`config.mk`:
```
export PLATFORM = sky130hd
export DESIGN_NAME = rsn_div
export DESIGN_NICKNAME = d
export VERILOG_FILES = /design/src/hdl/rsn_pkg.sv /design/src/hdl/rsn_div.sv
export SDC_FILE = /design/constraint.sdc
export NUM_CORES = 1
export LEC_CHECK = 0
export ABC_AREA = 0
export BUFFER_PORTS_ARGS = -buffer_cell sky130_fd_sc_hd__buf_2
export CAP_MARGIN = 40
export CELL_PAD_IN_SITES_DETAIL_PLACEMENT = 0
export CELL_PAD_IN_SITES_GLOBAL_PLACEMENT = 1
export CORE_MARGIN = 2
export CORE_UTILIZATION = 43
export CTS_CLUSTER_SIZE = 8
export DETAILED_ROUTE_END_ITERATION = 10
export GPL_TIMING_DRIVEN = 1
export PLACE_DENSITY = 0.89
export REMOVE_ABC_BUFFERS = 1
export SLEW_MARGIN = 5
export SYNTH_ARGS = -nofsm -noshare
export SYNTH_HDL_FRONTEND = slang
export SYNTH_SLANG_ARGS = --single-unit
```
`constraint.sdc`:
```
create_clock -name clk -period 3.9 [get_ports clk]
set_input_delay 0.195 -clock clk [delete_from_list [all_inputs] [get_ports clk]]
set_output_delay 0.195 -clock clk [all_outputs]
set_load 0.005 [all_outputs]
```
`src/hdl/rsn_pkg.sv`:
```
// Shared types, constants and helpers for the ray/sphere nearest-hit shader.
// Used by the square-root cells, the square-root chain, the divider and the top level.
// No dependencies.
package rsn_pkg;

	// Table and register geometry.
	localparam int MAX_SPHERES = 16;
	localparam int SLOT_W      = $clog2(MAX_SPHERES);
	localparam int COUNT_W     = $clog2(MAX_SPHERES + 1);
	localparam int CFG_IDX_W   = 8;

	// Configuration register indexes.
	localparam logic [CFG_IDX_W-1:0] REG_ORIGIN_X     = 8'd0;
	localparam logic [CFG_IDX_W-1:0] REG_ORIGIN_Y     = 8'd1;
	localparam logic [CFG_IDX_W-1:0] REG_ORIGIN_Z     = 8'd2;
	localparam logic [CFG_IDX_W-1:0] REG_SPHERE_COUNT = 8'd3;

	// Input command codes.
	localparam logic CMD_LOAD  = 1'b0;
	localparam logic CMD_TRACE = 1'b1;

	// Square-root chain geometry: one result bit per cell.
	localparam int RAD_W      = 64;
	localparam int ROOT_W     = RAD_W / 2;
	localparam int REM_W      = ROOT_W + 3;
	localparam int SQRT_CELLS = ROOT_W;

	// Hit distance threshold, Q16.16.
	localparam logic signed [34:0] EPS_Q = 35'sd7;

	// Background and zero-normal colors.
	localparam logic [7:0] BG_RED   = 8'd51;
	localparam logic [7:0] BG_GREEN = 8'd77;
	localparam logic [7:0] BG_BLUE  = 8'd153;
	localparam logic [7:0] MID_GRAY = 8'd128;

	// What a square-root job belongs to.
	typedef enum logic {
		KIND_SPHERE,
		KIND_NORMAL
	} sq_kind_t;

	// Side data that travels with a square-root job.
	typedef struct packed {
		sq_kind_t         kind;
		logic             ok;
		logic [31:0]      b;
		logic [2:0][31:0] oc;
	} sq_tag_t;

	// One stage of the square-root chain.
	typedef struct packed {
		logic              valid;
		sq_tag_t           tag;
		logic [REM_W-1:0]  rem;
		logic [ROOT_W-1:0] root;
		logic [RAD_W-1:0]  rad;
	} sq_stage_t;

	// Saturate a signed value to signed 32 bits.
	function automatic logic [31:0] sat32(input logic signed [39:0] v);
		logic [31:0] r;
		if (v > 40'sh00_7FFF_FFFF) begin
			r = 32'h7FFF_FFFF;
		end else if (v < 40'shFF_8000_0000) begin
			r = 32'h8000_0000;
		end else begin
			r = v[31:0];
		end
		return r;
	endfunction

endpackage

```
`src/hdl/rsn_div.sv`:
```
// Shade divider: color = (255*(len +/- mag) + len) / (2*len), one quotient bit a cycle.
// Depends on rsn_pkg only through the house import.
module rsn_div (
	input  logic        clk,
	input  logic        arst_n,
	input  logic        start,
	input  logic [29:0] mag,
	input  logic        neg,
	input  logic [30:0] len,
	output logic        done,
	output logic [7:0]  quo
);
	import rsn_pkg::*;

	logic [30:0] mag_c;
	logic [31:0] num;
	logic [40:0] dividend;
	logic [40:0] dsh_ext;

	logic        run_q;
	logic        done_q;
	logic [2:0]  cnt_q;
	logic [40:0] rem_q;
	logic [38:0] dsh_q;
	logic [7:0]  quo_q;

	// Clamp the magnitude to the length and form the dividend.
	always_comb begin
		mag_c    = ({1'b0, mag} > len) ? len : {1'b0, mag};
		num      = neg ? ({1'b0, len} - {1'b0, mag_c}) : ({1'b0, len} + {1'b0, mag_c});
		dividend = ({1'b0, num, 8'b0} - {9'b0, num}) + {10'b0, len};
		dsh_ext  = {2'b0, dsh_q};
	end

	// Step control: eight quotient bits after the start cycle.
	always_ff @(posedge clk or negedge arst_n) begin
		if (!arst_n) begin
			run_q  <= 1'b0;
			done_q <= 1'b0;
			cnt_q  <= '0;
		end else begin
			done_q <= 1'b0;
			if (start) begin
				run_q <= 1'b1;
				cnt_q <= '0;
			end else if (run_q) begin
				cnt_q <= cnt_q + 3'd1;
				if (cnt_q == 3'd7) begin
					run_q  <= 1'b0;
					done_q <= 1'b1;
				end
			end
		end
	end

	// Restoring division against a divisor that shifts right each step.
	always_ff @(posedge clk) begin
		if (start) begin
			rem_q <= dividend;
			dsh_q <= {len, 8'b0};
			quo_q <= '0;
		end else if (run_q) begin
			if (rem_q >= dsh_ext) begin
				rem_q <= rem_q - dsh_ext;
				quo_q <= {quo_q[6:0], 1'b1};
			end else begin
				quo_q <= {quo_q[6:0], 1'b0};
			end
			dsh_q <= {1'b0, dsh_q[38:1]};
		end
	end

	assign done = done_q;
	assign quo  = quo_q;

endmodule

```
==> out/results.txt <==
Status: complete, but fails checks
Failing checks: setup timing
Buffers added on ports: 73
Cells after DPL: 2282
Post-synthesis sequential area ratio: 21.42%
R2R cell count: 12
CP arrival: 8.17 ns
CP max-delay cell: a221oi_4
First-pass GRT wire length: 67390 um
Final ANT Viol Nets: 0
Crit path time final: 8.046 ns
Dpl hpwl: 31280 um
Number of placed I/O pins: 74
Die Wd: 172.2 um
RR Endpoint: rem_q[38]
Pwr/cell area: 897.9 nW/um^2
Utilization after layout: 64.64%
Simple-Gate Fraction of Synth Area: 17.30%
Initial antenna violation count: 0
CP required: 4.02 ns
Nets: 2217
Crit. End Element: flip-flop
Routability Congestion: 0.9511
Die Area: 29670 um^2
Clock slew seen by the registers of the worst setup and hold paths: 0.08 ns
Filler cells: 2066
Fmax: 124.3 MHz
Final Skew: 0.01535 ns
EDFF count, synth: 72
Worst reg2reg path startpoint: dsh_q[2]
Max VDD drop: 0.5456 mV
Synth area leader: edfxtp_1
Avg Inst Size Synth: 8.207 um^2
Clock net sink count: 93
CP dominant cell by count: buf_4
GR Util met3: 3.662%
Mux cell area share after synthesis: 3.886%
Final Instance Count excl. Fillers: 2360
# diodes: 0
Pre-Repair DR Iteration Count: 5
Storage cell area: 2608 um^2
CP top delay family: buffers and inverters
Pleak: 8.365 nW
Initial core utilization: 43.69%
Drt initial violations: 1407
Synthesized area: 12170 um^2
Layout cells sized above 1: 37.89%
Max incr delay on CP: 0.40 ns
RSZ-0062 raised after global routing: yes
Final hold vios: 0
Synth Area in Compound Gates: 24.50%
Synth Area in XOR/XNOR: 8.028%
Root buf cell: clkbuf_16
Max clock buf depth: 2
Max-cap violations: 0
Core area: 27860 um^2
Final period utilization: 206.3%
Multi-input logic area: 10190 um^2
WS Path Type: primary input to flip-flop
Area share of the largest cell type after synthesis: 17.76%
Worst slew pin tran: 0.6565 ns
DR vias/cell: 6.012
Met1 Track Usage GR: 36.02%
Grt ovf: 0
DR DRC count: 0
Relative slew margins: 55.90%
CTS tree: done
CTS buffer count: 9
CP Max Fanout: 15
H-tree depth: 3
Async SR Flop Fraction: 5.376%
Vias in the first global route: 13380
Routed WL: 47610 um
R2R Setup Slk: 0.32 ns
Leading register cell type out of synthesis: edfxtp_1
Min-Delay Path Class: primary input to async pin
Adder-cell share of the synthesized area: 19.53%
Largest net degree at the start of global routing: 137
Routed vias: 14190
GRT Overall Usage: 28.71%
Seq cells post-synth: 93
Met2 usage: 48.96%
Area added between synthesis and finish: 47.95%
Fin worst setup slack: -4.146 ns
WP buf/inv: 20
Synth Instances: 1483
Die Y: 172.2 um
Levels on crit path: 45
Final setup fails: 39
Main combinational cell family by area after synthesis: compound AO/OA/AOI/OAI gates
Num rows: 61
Synth area leaders: edfxtp_1 18%, ha_1 15%, a21oi_1 5.2%, xor2_1 4.5%, nand2_1 4.1%
YS warnings: 0
Most Crowded Layer GR: met2
Yosys cell types: 76
Worst skew pair latency: 0.36 ns
Most frequent cells in the layout: 425 x buf_4, 129 x nand2_1, 115 x ha_1, 111 x inv_1, 92 x a21oi_1
Final Max Tran Viols: 0
CP Launch Type: primary input
Commonest non-fill, non-tap cell in the layout: buf_4
WL per Instance: 20.17 um
[cell type report]
class | count | share of cell area (%)
Clock buffer | 9 | 1.251
Inverter | 132 | 2.835
Timing Repair Buffer | 522 | 21.82
Tap cell | 378 | 2.626
Multi-Input combinational cell | 1219 | 56.60
Sequential cell | 93 | 14.48
Clock inverter | 7 | 0.3821
[how the worst max path moves through the flow]
| stage | from | to | slack [ns] |
|---|---|---|---|
| after floorplan | len[19] | rem_q[37] | -5.63 |
| after global placement | len[27] | rem_q[37] | -4.11 |
| after detailed placement | len[27] | rem_q[37] | -4.29 |
| after CTS | len[29] | rem_q[37] | -3.40 |
| after global routing | len[29] | rem_q[39] | -4.32 |
| final | len[29] | rem_q[38] | -4.15 |
[cell usage after synthesis (all sizes together) (12+ instances only)]
master	instances
nand2b	21
ha	150
nor3	33
nand2	134
o21bai	14
a21oi	127
clkbuf	27
nor2	91
or3	19
nand3	40
fa	25
o31ai	48
inv	131
a211oi	19
mux2i	45
o21a	18
dfxtp	16
edfxtp	72
a21o	48
and3	14
xor2	62
a31oi	14
nand4	19
nor2b	12
o21ai	95
and2	12
xnor2	47
buf	12
[kinds of logic (layout without fill, tap and decap cells)]
logic type,count (synthesis),in the layout
buffers and inverters,171,670
AO/OA/AOI/OAI,454,454
AND/OR/NAND/NOR,433,433
adder cells (fa/ha/maj),175,175
XOR/XNOR,110,110
multiplexers,47,47
flip-flops,93,93
[per-stage QoR]
step / area, um^2 / hold WS [ns] / power (W) / TNS, ns / setup slack (ns)
after floorplan: 12020 / -0.1006 / 0.007567 / -165.40 / -5.633
after global placement: 15800 / 0.01200 / 0.01125 / -115.92 / -4.110
after detailed placement: 15800 / 0.01726 / 0.01151 / -123.01 / -4.289
after CTS: 17310 / 0.1802 / 0.01401 / -93.68 / -3.399
after global routing: 18010 / 0.2033 / 0.01698 / -120.04 / -4.320
final: 18010 / 0.1832 / 0.01617 / -110.53 / -4.146
[repair_timing]
item	CTS	global route
buffers inserted	55	23
resized for setup	201	101
setup endpoints to repair	40	81
hold buffers	1	0
pin swaps	133	82
hold endpoints to repair	5	0
[registers in the layout, summed over array words and instances, names as in the netlist]
name and flops:
rem_q 41, dsh_q 39, quo 8, cnt_q 3, done 1, run_q 1
[layer usage]
metal | vias up | share of wire, % | routed length, um
met2 | 783 | 46 | 22090
li1 | 6423 | - | -
met1 | 6717 | 38 | 18290
met5 | - | 0 | 0
met4 | 0 | 6.9 | 3275
met3 | 266 | 8.3 | 3945
[report_power, final]
part	internal (W)	total (W)	leakage [nW]	switching, W
Sequential	0.00153	0.00166	0.967	0.000123
Combinational	0.00668	0.0136	7.26	0.00696
Clock	0.000449	0.000875	0.143	0.000426
Total	0.00866	0.0162	8.37	0.00751
(Power assumes the default switching activity.)
